[src/cevq_pkg.sv]
// ---------------------------------------------------------------------------
// cevq_pkg: shared types and constants of the coalescing event queue
// Request and status codes, take limits and the command passed from the
// front end to the back end.
// ---------------------------------------------------------------------------
package cevq_pkg;

    localparam int KIND_W     = 3;
    localparam int LIMIT_W    = 6;
    localparam int CNT_W      = 6;
    localparam int MAX_TAKE   = 32;
    localparam int CMDQ_DEPTH = 4;

    typedef enum logic [1:0] {
        REQ_PUSH  = 2'd0,
        REQ_TAKE  = 2'd1,
        REQ_OPEN  = 2'd2,
        REQ_CLOSE = 2'd3
    } req_t;

    typedef enum logic [1:0] {
        ST_OK     = 2'd0,
        ST_CLOSED = 2'd1,
        ST_FULL   = 2'd2
    } status_t;

    // One unit of work for the back end: either a single status result or
    // a take of count events from the read side of the ring.
    typedef struct packed {
        logic               is_take;
        status_t            status;
        logic [CNT_W-1:0]   count;
    } cmd_t;

endpackage

[src/cevq_ram.sv]
// ---------------------------------------------------------------------------
// cevq_ram: generic single-write, single-read RAM
// One write port, one read port with registered read data that holds
// while the read enable is low.
// ---------------------------------------------------------------------------
module cevq_ram #(
    parameter int WIDTH = 51,
    parameter int DEPTH = 32
) (
    input  logic                     aclk,
    input  logic                     wr_en,
    input  logic [$clog2(DEPTH)-1:0] wr_addr,
    input  logic [WIDTH-1:0]         wr_data,
    input  logic                     rd_en,
    input  logic [$clog2(DEPTH)-1:0] rd_addr,
    output logic [WIDTH-1:0]         rd_data
);

    logic [WIDTH-1:0] mem_reg [DEPTH];
    logic [WIDTH-1:0] rd_data_reg;

    always_ff @(posedge aclk) begin
        if (wr_en) begin
            mem_reg[wr_addr] <= wr_data;
        end
        if (rd_en) begin
            rd_data_reg <= mem_reg[rd_addr];
        end
    end

    assign rd_data = rd_data_reg;

endmodule

[src/cevq_cmd_fifo.sv]
// ---------------------------------------------------------------------------
// cevq_cmd_fifo: command queue between front and back end
// Small register FIFO of commands; lets the front end run ahead while
// results are still draining.
// ---------------------------------------------------------------------------
module cevq_cmd_fifo (
    input  logic            aclk,
    input  logic            aresetn,
    input  logic            push,
    input  cevq_pkg::cmd_t  push_cmd,
    input  logic            pop,
    output cevq_pkg::cmd_t  head_cmd,
    output logic            empty,
    output logic            full
);

    localparam int PW = $clog2(cevq_pkg::CMDQ_DEPTH);
    localparam int NW = $clog2(cevq_pkg::CMDQ_DEPTH + 1);

    cevq_pkg::cmd_t  slot_reg [cevq_pkg::CMDQ_DEPTH];
    logic [PW-1:0]   wr_ptr_reg, wr_ptr_next;
    logic [PW-1:0]   rd_ptr_reg, rd_ptr_next;
    logic [NW-1:0]   count_reg,  count_next;
    logic            do_push, do_pop;

    assign empty    = (count_reg == '0);
    assign full     = (count_reg == NW'(cevq_pkg::CMDQ_DEPTH));
    assign do_push  = push && !full;
    assign do_pop   = pop && !empty;
    assign head_cmd = slot_reg[rd_ptr_reg];

    always_comb begin
        wr_ptr_next = wr_ptr_reg;
        rd_ptr_next = rd_ptr_reg;
        count_next  = count_reg;
        if (do_push) begin
            wr_ptr_next = (wr_ptr_reg == PW'(cevq_pkg::CMDQ_DEPTH - 1)) ? '0
                                                                      : wr_ptr_reg + 1'b1;
        end
        if (do_pop) begin
            rd_ptr_next = (rd_ptr_reg == PW'(cevq_pkg::CMDQ_DEPTH - 1)) ? '0
                                                                      : rd_ptr_reg + 1'b1;
        end
        if (do_push && !do_pop) begin
            count_next = count_reg + 1'b1;
        end else if (do_pop && !do_push) begin
            count_next = count_reg - 1'b1;
        end
    end

    always_ff @(posedge aclk) begin
        if (!aresetn) begin
            wr_ptr_reg <= '0;
            rd_ptr_reg <= '0;
            count_reg  <= '0;
        end else begin
            wr_ptr_reg <= wr_ptr_next;
            rd_ptr_reg <= rd_ptr_next;
            count_reg  <= count_next;
        end
    end

    always_ff @(posedge aclk) begin
        if (do_push) begin
            slot_reg[wr_ptr_reg] <= push_cmd;
        end
    end

endmodule

[src/cevq_front.sv]
// ---------------------------------------------------------------------------
// cevq_front: request front end
// Accept requests, keep the ring bookkeeping, write pushed events to the
// entry store and hand one command per request to the back end.
// ---------------------------------------------------------------------------
module cevq_front #(
    parameter int QUEUE_DEPTH   = 32,
    parameter int PAYLOAD_WIDTH = 48
) (
    input  logic                                      aclk,
    input  logic                                      aresetn,
    input  logic [cevq_pkg::KIND_W-1:0]               move_kind,
    input  logic                                      in_valid,
    output logic                                      in_ready,
    input  cevq_pkg::req_t                            req_type,
    input  logic [cevq_pkg::KIND_W-1:0]               event_kind,
    input  logic [PAYLOAD_WIDTH-1:0]                  event_payload,
    input  logic [cevq_pkg::LIMIT_W-1:0]              take_limit,
    input  logic                                      cmdq_full,
    output logic                                      cmd_valid,
    output cevq_pkg::cmd_t                            cmd,
    input  logic                                      take_done,
    output logic                                      wr_en,
    output logic [$clog2(QUEUE_DEPTH)-1:0]            wr_addr,
    output logic [PAYLOAD_WIDTH+cevq_pkg::KIND_W-1:0] wr_data
);

    localparam int AW = $clog2(QUEUE_DEPTH);
    localparam int FW = $clog2(QUEUE_DEPTH + 1);
    localparam int MW = (FW > cevq_pkg::CNT_W) ? FW : cevq_pkg::CNT_W;
    localparam int SW = ((AW > cevq_pkg::CNT_W) ? AW : cevq_pkg::CNT_W) + 1;

    logic [AW-1:0]               head_reg, head_next;
    logic [AW-1:0]               tail_reg, tail_next;
    logic [FW-1:0]               fill_reg, fill_next;
    logic                        open_reg, open_next;
    logic [cevq_pkg::KIND_W-1:0] tail_kind_reg, tail_kind_next;
    logic                        busy_reg, busy_next;

    logic                        accept;
    logic [AW-1:0]               tail_prev;
    logic                        coalesce;
    logic                        is_full;
    logic [MW-1:0]               limit_ext, fill_ext, take_min;
    logic [cevq_pkg::CNT_W-1:0]  taken;
    logic [SW-1:0]               head_sum;
    logic [AW-1:0]               head_adv;

    // Pushes must not land on slots a pending take still has to read.
    assign in_ready = !cmdq_full && !busy_reg;
    assign accept   = in_valid && in_ready;

    assign tail_prev = (tail_reg == '0) ? AW'(QUEUE_DEPTH - 1) : tail_reg - 1'b1;
    assign coalesce  = (event_kind == move_kind) && (fill_reg != '0)
                       && (tail_kind_reg == move_kind);
    assign is_full   = (fill_reg == FW'(QUEUE_DEPTH));

    always_comb begin
        limit_ext = MW'(take_limit);
        fill_ext  = MW'(fill_reg);
        take_min  = (limit_ext < fill_ext) ? limit_ext : fill_ext;
        if (take_min > MW'(cevq_pkg::MAX_TAKE)) begin
            take_min = MW'(cevq_pkg::MAX_TAKE);
        end
        taken    = cevq_pkg::CNT_W'(take_min);
        head_sum = SW'(head_reg) + SW'(taken);
        if (head_sum >= SW'(QUEUE_DEPTH)) begin
            head_sum = head_sum - SW'(QUEUE_DEPTH);
        end
        head_adv = AW'(head_sum);
    end

    always_comb begin
        head_next      = head_reg;
        tail_next      = tail_reg;
        fill_next      = fill_reg;
        open_next      = open_reg;
        tail_kind_next = tail_kind_reg;
        busy_next      = busy_reg;
        cmd_valid      = 1'b0;
        cmd.is_take    = 1'b0;
        cmd.status     = cevq_pkg::ST_OK;
        cmd.count      = '0;
        wr_en          = 1'b0;
        wr_addr        = tail_reg;
        wr_data        = {event_kind, event_payload};

        if (take_done) begin
            busy_next = 1'b0;
        end

        if (accept) begin
            cmd_valid = 1'b1;
            case (req_type)
                cevq_pkg::REQ_PUSH: begin
                    if (!open_reg) begin
                        cmd.status = cevq_pkg::ST_CLOSED;
                    end else if (coalesce) begin
                        wr_en          = 1'b1;
                        wr_addr        = tail_prev;
                        tail_kind_next = event_kind;
                    end else if (is_full) begin
                        cmd.status = cevq_pkg::ST_FULL;
                    end else begin
                        wr_en          = 1'b1;
                        tail_next      = (tail_reg == AW'(QUEUE_DEPTH - 1)) ? '0
                                                                          : tail_reg + 1'b1;
                        fill_next      = fill_reg + 1'b1;
                        tail_kind_next = event_kind;
                    end
                end
                cevq_pkg::REQ_TAKE: begin
                    if (taken != '0) begin
                        cmd.is_take = 1'b1;
                        cmd.count   = taken;
                        head_next   = head_adv;
                        fill_next   = fill_reg - FW'(taken);
                        busy_next   = 1'b1;
                    end
                end
                cevq_pkg::REQ_OPEN: begin
                    open_next = 1'b1;
                end
                cevq_pkg::REQ_CLOSE: begin
                    open_next = 1'b0;
                    fill_next = '0;
                    tail_next = head_reg;
                end
                default: begin
                    cmd_valid = 1'b0;
                end
            endcase
        end
    end

    always_ff @(posedge aclk) begin
        if (!aresetn) begin
            head_reg      <= '0;
            tail_reg      <= '0;
            fill_reg      <= '0;
            open_reg      <= 1'b0;
            tail_kind_reg <= '0;
            busy_reg      <= 1'b0;
        end else begin
            head_reg      <= head_next;
            tail_reg      <= tail_next;
            fill_reg      <= fill_next;
            open_reg      <= open_next;
            tail_kind_reg <= tail_kind_next;
            busy_reg      <= busy_next;
        end
    end

endmodule

[src/cevq_back.sv]
// ---------------------------------------------------------------------------
// cevq_back: result back end
// Execute commands: emit single status results, or read taken events from
// the entry store one per cycle unless the output stalls, sent out in order.
// ---------------------------------------------------------------------------
module cevq_back #(
    parameter int QUEUE_DEPTH   = 32,
    parameter int PAYLOAD_WIDTH = 48
) (
    input  logic                                      aclk,
    input  logic                                      aresetn,
    input  logic                                      cmdq_empty,
    input  cevq_pkg::cmd_t                            cmdq_head,
    output logic                                      cmdq_pop,
    output logic                                      take_done,
    output logic                                      rd_en,
    output logic [$clog2(QUEUE_DEPTH)-1:0]            rd_addr,
    input  logic [PAYLOAD_WIDTH+cevq_pkg::KIND_W-1:0] rd_data,
    output logic                                      out_valid,
    input  logic                                      out_ready,
    output cevq_pkg::status_t                         out_status,
    output logic                                      out_event_valid,
    output logic [cevq_pkg::KIND_W-1:0]               out_kind,
    output logic [PAYLOAD_WIDTH-1:0]                  out_payload,
    output logic                                      out_last
);

    localparam int AW = $clog2(QUEUE_DEPTH);

    // current command
    logic                       cur_valid_reg, cur_valid_next;
    logic                       cur_is_take_reg;
    cevq_pkg::status_t          cur_status_reg;
    logic [cevq_pkg::CNT_W-1:0] cur_left_reg, cur_left_next;
    logic [AW-1:0]              rd_ptr_reg, rd_ptr_next;

    // read stage
    logic                       s1_valid_reg, s1_valid_next;
    cevq_pkg::status_t          s1_status_reg;
    logic                       s1_event_reg;
    logic                       s1_last_reg;

    // output register
    logic                       o_valid_reg, o_valid_next;
    cevq_pkg::status_t          o_status_reg;
    logic                       o_event_reg;
    logic [cevq_pkg::KIND_W-1:0] o_kind_reg;
    logic [PAYLOAD_WIDTH-1:0]   o_payload_reg;
    logic                       o_last_reg;

    logic out_load, s1_free, issue, cur_last, cur_done, load_cmd;

    assign out_load = s1_valid_reg && (!o_valid_reg || out_ready);
    assign s1_free  = !s1_valid_reg || out_load;
    assign issue    = cur_valid_reg && s1_free;
    assign cur_last = !cur_is_take_reg || (cur_left_reg == cevq_pkg::CNT_W'(1));
    assign cur_done = issue && cur_last;
    assign load_cmd = (!cur_valid_reg || cur_done) && !cmdq_empty;

    assign cmdq_pop  = load_cmd;
    assign take_done = issue && cur_is_take_reg && cur_last;
    assign rd_en     = issue && cur_is_take_reg;
    assign rd_addr   = rd_ptr_reg;

    always_comb begin
        cur_valid_next = cur_valid_reg;
        cur_left_next  = cur_left_reg;
        rd_ptr_next    = rd_ptr_reg;
        if (issue) begin
            cur_left_next = cur_left_reg - 1'b1;
            if (cur_is_take_reg) begin
                rd_ptr_next = (rd_ptr_reg == AW'(QUEUE_DEPTH - 1)) ? '0
                                                                 : rd_ptr_reg + 1'b1;
            end
            if (cur_last) begin
                cur_valid_next = 1'b0;
            end
        end
        if (load_cmd) begin
            cur_valid_next = 1'b1;
            cur_left_next  = cmdq_head.count;
        end

        s1_valid_next = issue ? 1'b1 : (out_load ? 1'b0 : s1_valid_reg);
        o_valid_next  = out_load ? 1'b1 : (out_ready ? 1'b0 : o_valid_reg);
    end

    always_ff @(posedge aclk) begin
        if (!aresetn) begin
            cur_valid_reg <= 1'b0;
            rd_ptr_reg    <= '0;
            s1_valid_reg  <= 1'b0;
            o_valid_reg   <= 1'b0;
        end else begin
            cur_valid_reg <= cur_valid_next;
            rd_ptr_reg    <= rd_ptr_next;
            s1_valid_reg  <= s1_valid_next;
            o_valid_reg   <= o_valid_next;
        end
    end

    always_ff @(posedge aclk) begin
        cur_left_reg <= cur_left_next;
        if (load_cmd) begin
            cur_is_take_reg <= cmdq_head.is_take;
            cur_status_reg  <= cmdq_head.status;
        end
        if (issue) begin
            s1_status_reg <= cur_is_take_reg ? cevq_pkg::ST_OK : cur_status_reg;
            s1_event_reg  <= cur_is_take_reg;
            s1_last_reg   <= cur_last;
        end
        if (out_load) begin
            o_status_reg  <= s1_status_reg;
            o_event_reg   <= s1_event_reg;
            o_last_reg    <= s1_last_reg;
            o_kind_reg    <= s1_event_reg ? rd_data[PAYLOAD_WIDTH +: cevq_pkg::KIND_W] : '0;
            o_payload_reg <= s1_event_reg ? rd_data[PAYLOAD_WIDTH-1:0] : '0;
        end
    end

    assign out_valid       = o_valid_reg;
    assign out_status      = o_status_reg;
    assign out_event_valid = o_event_reg;
    assign out_kind        = o_kind_reg;
    assign out_payload     = o_payload_reg;
    assign out_last        = o_last_reg;

endmodule

[src/coalescing_event_queue.sv]
// ---------------------------------------------------------------------------
// coalescing_event_queue: bounded event FIFO with tail move coalescing
// Ring-buffer event queue that can be opened and closed. A move event that
// follows a queued move replaces it; take requests drain the oldest events.
// ---------------------------------------------------------------------------
//
// Channel   Dir  Handshake               Carries
// s_axis    in   s_axis_tvalid/tready    requests: push, take, open, close
// m_axis    out  m_axis_tvalid/tready    results: status or one taken event
// cfg       in   cfg_wr_en               move_kind register, no read-back
//
// Push, open and close each give one result transfer. A take of N events
// gives N transfers, one per cycle unless the output stalls, read through
// the entry store's single read port; a take of nothing gives one transfer.
// While a take is still reading, new requests are held off (tready low) so
// later pushes cannot overwrite unread slots. Reset (aresetn low,
// synchronous) closes and empties the queue; the entry store needs no
// clearing pass. Under an output stall seven push, open or close requests
// are taken in (output and read stages, the current command and the
// four-entry command queue) before tready drops.
// ---------------------------------------------------------------------------
module coalescing_event_queue #(
    parameter int QUEUE_DEPTH   = 32,
    parameter int PAYLOAD_WIDTH = 48
) (
    input  logic                                    aclk,
    input  logic                                    aresetn,

    // configuration: move_kind
    input  logic                                    cfg_wr_en,
    input  logic [2:0]                              cfg_wr_data,

    // request channel
    input  logic                                    s_axis_tvalid,
    output logic                                    s_axis_tready,
    // tdata from bit 0: event_kind[3], event_payload[PAYLOAD_WIDTH], take_limit[6]
    input  logic [((PAYLOAD_WIDTH+16)/8)*8-1:0]     s_axis_tdata,
    // tuser from bit 0: req_type[2]
    input  logic [1:0]                              s_axis_tuser,

    // result channel
    output logic                                    m_axis_tvalid,
    input  logic                                    m_axis_tready,
    // tdata from bit 0: out_kind[3], out_payload[PAYLOAD_WIDTH], zero fill
    output logic [((PAYLOAD_WIDTH+10)/8)*8-1:0]     m_axis_tdata,
    // tuser from bit 0: status[2], event_valid[1]
    output logic [2:0]                              m_axis_tuser,
    output logic                                    m_axis_tlast
);

    localparam int KW    = cevq_pkg::KIND_W;
    localparam int AW    = $clog2(QUEUE_DEPTH);
    localparam int EW    = PAYLOAD_WIDTH + KW;
    localparam int OUT_W = ((PAYLOAD_WIDTH + 10) / 8) * 8;

    logic [KW-1:0]               move_kind_reg;

    cevq_pkg::cmd_t              cmd, cmdq_head;
    logic                        cmd_valid, cmdq_pop, cmdq_empty, cmdq_full;
    logic                        take_done;
    logic                        wr_en, rd_en;
    logic [AW-1:0]               wr_addr, rd_addr;
    logic [EW-1:0]               wr_data, rd_data;

    cevq_pkg::status_t           res_status;
    logic                        res_event;
    logic [KW-1:0]               res_kind;
    logic [PAYLOAD_WIDTH-1:0]    res_payload;

    // Take the coalescing kind; the user must write it only while the queue is idle, the block does not enforce this.
    always_ff @(posedge aclk) begin
        if (!aresetn) begin
            move_kind_reg <= '0;
        end else if (cfg_wr_en) begin
            move_kind_reg <= cfg_wr_data;
        end
    end

    cevq_front #(
        .QUEUE_DEPTH   (QUEUE_DEPTH),
        .PAYLOAD_WIDTH (PAYLOAD_WIDTH)
    ) u_front (
        .aclk          (aclk),
        .aresetn       (aresetn),
        .move_kind     (move_kind_reg),
        .in_valid      (s_axis_tvalid),
        .in_ready      (s_axis_tready),
        .req_type      (cevq_pkg::req_t'(s_axis_tuser)),
        .event_kind    (s_axis_tdata[KW-1:0]),
        .event_payload (s_axis_tdata[KW +: PAYLOAD_WIDTH]),
        .take_limit    (s_axis_tdata[EW +: cevq_pkg::LIMIT_W]),
        .cmdq_full     (cmdq_full),
        .cmd_valid     (cmd_valid),
        .cmd           (cmd),
        .take_done     (take_done),
        .wr_en         (wr_en),
        .wr_addr       (wr_addr),
        .wr_data       (wr_data)
    );

    cevq_cmd_fifo u_cmdq (
        .aclk     (aclk),
        .aresetn  (aresetn),
        .push     (cmd_valid),
        .push_cmd (cmd),
        .pop      (cmdq_pop),
        .head_cmd (cmdq_head),
        .empty    (cmdq_empty),
        .full     (cmdq_full)
    );

    // Entry store: kind in the top bits, payload below.
    cevq_ram #(
        .WIDTH (EW),
        .DEPTH (QUEUE_DEPTH)
    ) u_store (
        .aclk    (aclk),
        .wr_en   (wr_en),
        .wr_addr (wr_addr),
        .wr_data (wr_data),
        .rd_en   (rd_en),
        .rd_addr (rd_addr),
        .rd_data (rd_data)
    );

    cevq_back #(
        .QUEUE_DEPTH   (QUEUE_DEPTH),
        .PAYLOAD_WIDTH (PAYLOAD_WIDTH)
    ) u_back (
        .aclk            (aclk),
        .aresetn         (aresetn),
        .cmdq_empty      (cmdq_empty),
        .cmdq_head       (cmdq_head),
        .cmdq_pop        (cmdq_pop),
        .take_done       (take_done),
        .rd_en           (rd_en),
        .rd_addr         (rd_addr),
        .rd_data         (rd_data),
        .out_valid       (m_axis_tvalid),
        .out_ready       (m_axis_tready),
        .out_status      (res_status),
        .out_event_valid (res_event),
        .out_kind        (res_kind),
        .out_payload     (res_payload),
        .out_last        (m_axis_tlast)
    );

    // Pack the result transfer; pad tdata with zeros to whole bytes.
    assign m_axis_tdata = OUT_W'({res_payload, res_kind});
    assign m_axis_tuser = {res_event, res_status};

endmodule

[config.mk]
export PLATFORM = sky130hd
export DESIGN_NAME = coalescing_event_queue
export DESIGN_NICKNAME = d
export VERILOG_FILES = /design/src/cevq_pkg.sv /design/src/cevq_ram.sv /design/src/cevq_cmd_fifo.sv /design/src/cevq_front.sv /design/src/cevq_back.sv /design/src/coalescing_event_queue.sv
export SDC_FILE = /design/constraint.sdc
export NUM_CORES = 2
export LEC_CHECK = 0
export BUFFER_PORTS_ARGS = -buffer_cell sky130_fd_sc_hd__buf_4
export CAP_MARGIN = 10
export CORE_MARGIN = 2
export CORE_UTILIZATION = 35
export DETAILED_ROUTE_END_ITERATION = 6
export PLACE_DENSITY = 0.46
export SYNTH_ARGS = -nofsm -noshare
export SYNTH_HDL_FRONTEND = slang
export SYNTH_SLANG_ARGS = --single-unit
[constraint.sdc]
create_clock -name aclk -period 6.2 [get_ports aclk]
set_input_delay 1.24 -clock aclk [delete_from_list [all_inputs] [get_ports aclk]]
set_output_delay 1.24 -clock aclk [all_outputs]
set_load 0.02 [all_outputs]
Word-level counts from Yosys, hierarchy flattened. Memories as Yosys holds them, arrays and structs flattened. A register that Yosys moved wholly into a read port is not among the register bits. Index checks and enable logic that the tools add are counted.

Add/sub/neg operators: 12. Reduce and logical (&&, ||, !) cells: 47. Order comparisons: 3. Mux-type cells: 60. Equality and inequality tests: 17.

Operators by type and width (number): two-way mux 6 bit (10); two-way mux 5 bit (11); two-way mux 1 bit (23); one-hot mux 6 bit (3 select lines) (1); two-way mux 2 bit (8); logical AND 1 bit (14); nonzero test 2 bit (7); two-way mux 3 bit (4); nonzero test 6 bit (2); adder 5 x 1 -> 5 bit (second input constant) (2); == test 5 bit (second input constant) (2); one-hot mux 5 bit (2 select lines) (1); subtractor 5 x 1 -> 5 bit (second input constant) (2); zero test 1 bit (9); two-way mux 9 bit (1); == test 2 bit (second input constant) (4); adder 5 x 6 -> 7 bit (1); >= comparator 7 x 6 -> 1 bit (second input constant) (1); adder 6 x 1 -> 6 bit (second input constant) (1); == test 3 bit (2); == test 6 x 1 -> 1 bit (second input constant) (1); == test 6 bit (second input constant) (1); > comparator 6 bit (second input constant) (1); < comparator 6 bit (1); other kinds (20) (29).

RAM bits: 1668. Output and inout bits: 62. Input port bits: 74. Word-level logic and storage cells: 166. Memories: 2. Register bits: 107.

Memory list: u_store.mem_reg (depth 32, bits a word 51, rd ports 1, clocked after Yosys merged registers in 1, wr ports 1, line cevq_ram.sv:19) `logic [WIDTH-1:0] mem_reg [DEPTH];`; u_cmdq.slot_reg (depth 4, bits a word 9, rd ports 1, clocked after Yosys merged registers in 1, wr ports 1, line cevq_cmd_fifo.sv:20) `cevq_pkg::cmd_t slot_reg [cevq_pkg::CMDQ_DEPTH];`.

Depth between registers and ports, before layout.
Word-level depth: 12. Mapped depth: 17. Mapped depth without buffers: 16.

By module. Synthesis repeated with hierarchy kept, for this count alone.

Cells, all modules: 4176. Area, all modules: 72325.6 µm².

Modules (own cells, without submodules): cevq_ram (times used 1, area an instance 65053.6 µm², cells an instance 3574, seq. area each 50538.5 µm²); cevq_back (times used 1, area an instance 3021.6 µm², cells an instance 194, seq. area each 2202.1 µm²); cevq_front (times used 1, area an instance 2319.7 µm², cells an instance 294, seq. area each 420.4 µm²); cevq_cmd_fifo (times used 1, area an instance 1773.0 µm², cells an instance 98, seq. area each 1261.2 µm²); coalescing_event_queue (times used 1, area an instance 157.7 µm², cells an instance 16, seq. area each 60.1 µm²).

Worst setup path after synthesis. No wires, ideal clock.

Path kind: input port to flip-flop. Start: input port s_axis_tdata[2]. End: memory u_store.mem_reg[30][0], enable pin. Arrival time: 4.921 ns. Slack: 0.819 ns. Cell stages on the path: 7. Buffers on the path: 1. Setup time: 0.460 ns. Data required time: 5.740 ns. Cells stage by stage: or3_1 > a222oi_1 > buf_4 > nand3_1 > nor4_1 > a31oi_4 > nor2_1.

Cells in the longest elaborated chain, start to end: 9. Elaborated cells between the ends (all ways): 13. Those cells by class: 1 x eq/ne; 10 x mux; 2 x reduce/logical.

Ends and longest elaborated chain: start, declared (line coalescing_event_queue.sv:37) `input logic [((PAYLOAD_WIDTH+16)/8)*8-1:0] s_axis_tdata,`; == test 3 bit (*) (line cevq_front.sv:54) `assign coalesce = (event_kind == move_kind) && (fill_reg != '0)`; logical AND 1 bit (*) (line cevq_front.sv:54); logical AND 1 bit (*) (line cevq_front.sv:55) `&& (tail_kind_reg == move_kind);`; two-way mux 1 bit (line cevq_front.sv:98) `end else if (coalesce) begin`; two-way mux 1 bit (line cevq_front.sv:96) `if (!open_reg) begin`; two-way mux 1 bit (line cevq_front.sv:94) `case (req_type)`; two-way mux 1 bit (line cevq_front.sv:92) `if (accept) begin`; two-way mux 1 bit (line cevq_ram.sv:23) `if (wr_en) begin`; two-way mux 1 bit (implied by the code) (line cevq_ram.sv:24) `mem_reg[wr_addr] <= wr_data;`; end, declared (line cevq_ram.sv:19).

Every way passes the cells marked *; elsewhere a longest branch is shown, timed or not.

Worst setup path after layout.
Start: input port s_axis_tdata[2]. End: memory u_store.mem_reg[20][38], enable pin.

Same word-level chain as after synthesis.

==> run_results.csv <==
group,metric,value,unit
outcome,outcome,"complete, no violations",
routing,ant_nets,0,
worst_hold_path,worstHoldPathType,"reg2reg",
global_route,grt_max_degree,123,
yosys,synthFlopType,"edfxtp_1",
global_route,grt_pass1_vias,34400,
routing,firstDrtPassIters,7,
global_route,use_met1,22.8,%
timing,finalMaxSlewViolations,0,
clock_network,cts_buffers,190,
timing,max_freq,223,MHz
power_and_ir_drop,vdd_ir_drop_max,0.300,mV
global_route,use_met2,29.8,%
timing,period_share,72.3,%
routing,drt_first_iter_violations,2703,
setup_path,cpMaxStageDelayCell,"buf_4",
global_route,grt_pass1_wl,252000,um
timing,finalWorstSetupSlack,1.72,ns
yosys,synth_top_area_share,76.2,%
setup_path,worstPathCellList,"buf_4, or3_1, a222oi_1, buf_4, nand3_1, nor3b_1, o21bai_1, nor2_4, buf_4",
yosys,yosys_register_bits,1828,
yosys,async_reset_ff_share,0,%
setup_path,cp-end-kind,"register",
floorplan,core_area,200000,sq um
timing,hold_violations,0,
floorplan,ios,136,
timing,rsz0062_at_grt,"false",
global_route,busiest_layer,"met2",
power_and_ir_drop,p_leak,24.8,nW
clock_network,cts_resized,0,
floorplan,start_util,35.2,%
yosys,synth_cell_types,73,
yosys,yosysSeqAreaShare,77.4,%
setup_path,r2r_cells,7,
timing,slew_headroom,31.0,%
routing,vias_per_cell,5.25,
clock_network,tritoncts,"yes",
yosys,synth_area_leaders,"edfxtp_1 (76%), mux4_2 (17%), dfxtp_1 (1.2%), mux2_2 (0.83%), and2_1 (0.52%)",
global_route,grt_usage,17.3,%
routing,drt-wirelength-per-cell,28.9,um
cells_and_area,area_growth,16.0,%
clock_network,cts-hold-fix-buffers,0,
floorplan,rows,164,
cells_and_area,fin_nets,3379,
power_and_ir_drop,powerDensity,353,nW/um^2
timing,finalSetupTns,0,ns
global_route,grt_antenna_before_repair,9,
clock_network,clk_path_buf_depth,3,
floorplan,die_x,453,um
placed_design,pre_cts_ws,0.844,ns
setup_path,path_buf_inv,3,
floorplan,dieArea,205000,sq um
global_route,gr-total-overflow,0,
yosys,netlist_instances,3013,
placed_design,hpwlAfterDp,94000,um
setup_path,cp-start-kind,"input pin",
setup_path,cp_max_fo,38,
clock_network,postCtsSetupRepairBufs,0,
routing,drcViolationCount,0,
clock_network,clk_latency,0.86,ns
clock_network,cts_root_buf,"clkbuf_16",
clock_network,htreeDepth,4,
timing,tightest_slew,1.04,ns
yosys,synth_top_area_cell,"edfxtp_1",
placed_design,portBuffers,123,
timing,setup_viol,0,
cells_and_area,drive_gt1_share,33.0,%
setup_path,path_common_cell,"buf_4",
timing,min_period,4.48,ns
run,cap_violations,0,
yosys,syn_area,70400,sq um
timing,finClkSkew,0.0433,ns
floorplan,fp.dieH,453,um
yosys,synth_warnings,0,
setup_path,arrival,4.93,ns
routing,num_vias,32000,
cells_and_area,seq_area,54500,sq um
setup_path,crit_cells,9,
cells_and_area,fill_cells,17300,
cells_and_area,multi_input_area,15400,sq um
worst_hold_path,whs_path_depth,0,
cells_and_area,largest_reg_flops,1632,
setup_path,path_class,"in2reg",
setup_path,crit_required,6.65,ns
setup_path,critPathTopFamily,"simple AND/OR/NAND/NOR gates",
routing,drt-total-wl,176000,um
clock_network,cts.clk_slew.worst_paths,0.06,ns
clock_network,cts.sinks,1828,
yosys,syn_avg_cell_area,23.4,sq um
setup_path,crit_path_max_incr_delay,0.83,ns
global_route,use_met3,2.85,%
yosys,synth_edf_count,1787,
placed_design,routabilityCongestion,0.820,
[cells in the final DEF (no fill, tap or decap), types with 23 or more instances in the layout]
cell / n
edfxtp_1: 1787
mux4_2: 519
buf_4: 197
clkbuf_16: 190
and2_1: 59
mux2_2: 52
nor2_1: 49
clkbuf_1: 43
dfxtp_1: 36
clkinv_1: 35
nor2_4: 32
clkinv_2: 30
nand2_1: 27
ha_1: 27
a21oi_1: 26
buf_12: 24
inv_1: 23
bufinv_16: 23
[Yosys cell counts (all sizes together) (3+ instances only)]
cell type and instances:
nor2b 13, nor2 82, a22oi 3, a21oi 27
inv 25, buf 63, nand2b 14, o21ai 23
edfxtp 1787, a21o 3, nor3 14, a31oi 5
o211ai 4, mux4 519, fa 3, o21a 7
nand2 27, ha 27, nor3b 4, and2 59
dfxtp 41, xnor2 6, xor2 6, clkbuf 93
mux2i 20, or4 4, a211oi 5, nand3 12
or3 9, nor4 9, mux2 53, and3 7
or2 5, a311oi 4, nand4 5
[layer usage]
layer	wire [um]	up-vias	part of all wire (%)
li1	-	13300	-
met1	74700	17700	42
met3	7680	243	4.4
met4	3240	6	1.8
met2	90600	769	51
met5	36	-	0.020
[cells by family (layout without fill, tap and decap cells)]
| group | count (synthesis) | after routing | synth area share, % |
|---|---|---|---|
| compound gates | 100 | 100 | 1.04 |
| mux | 592 | 592 | 17.7 |
| flops | 1828 | 1828 | 77.4 |
| xor+xnor | 12 | 12 | 0.149 |
| other cells | 1 | 7 | 0.00532 |
| buf+inv | 182 | 600 | 1.11 |
| fa+ha+maj | 30 | 30 | 0.565 |
| simple gates | 268 | 268 | 2.05 |
[where the power goes]
| group | switching [mW] | total (mW) | internal [mW] |
|---|---|---|---|
| Clock | 4.87 | 11.6 | 6.69 |
| Combinational | 1.63 | 3.19 | 1.56 |
| Sequential | 0.198 | 14.1 | 13.9 |
| Total | 6.70 | 28.9 | 22.2 |
[cell type report]
class | count | area share [%]
flip-flops and latches | 1828 | 66.7
multi-input cells | 1007 | 18.9
clock buffers | 235 | 6.05
well taps | 2656 | 4.07
repair buffers | 222 | 2.41
clock inverters | 117 | 1.77
inverters | 26 | 0.121
diodes | 2 | 0.00612
[worst paths after layout]
check	end	start	slack [ns]
worst max-delay path	u_store.mem_reg[20][38]	s_axis_tdata[2]	1.72
worst min-delay path	u_back.out_status[0]	u_back.s1_status_reg[0]	0.46
worst max register to register	u_store.mem_reg[20][38]	u_front.fill_ext[1]	1.84
worst min register to register	u_back.out_status[0]	u_back.s1_status_reg[0]	0.46
[per-stage QoR]
stage | utilization, % | hold WS [ns] | instance area (sq um) | power (mW) | cells
floorplan | - | 0.400 | 70400 | 16.6 | 3017
global placement | 37.7 | 0.462 | 75300 | 17.6 | 5738
detailed placement | 37.7 | 0.456 | 75300 | 17.7 | 5738
CTS | 40.9 | 0.475 | 81700 | 29.3 | 6090
global route | 40.9 | 0.470 | 81700 | 30.0 | 6092
finish | 40.9 | 0.456 | 81700 | 28.9 | 6093
Power figures use the tool's default switching activity.
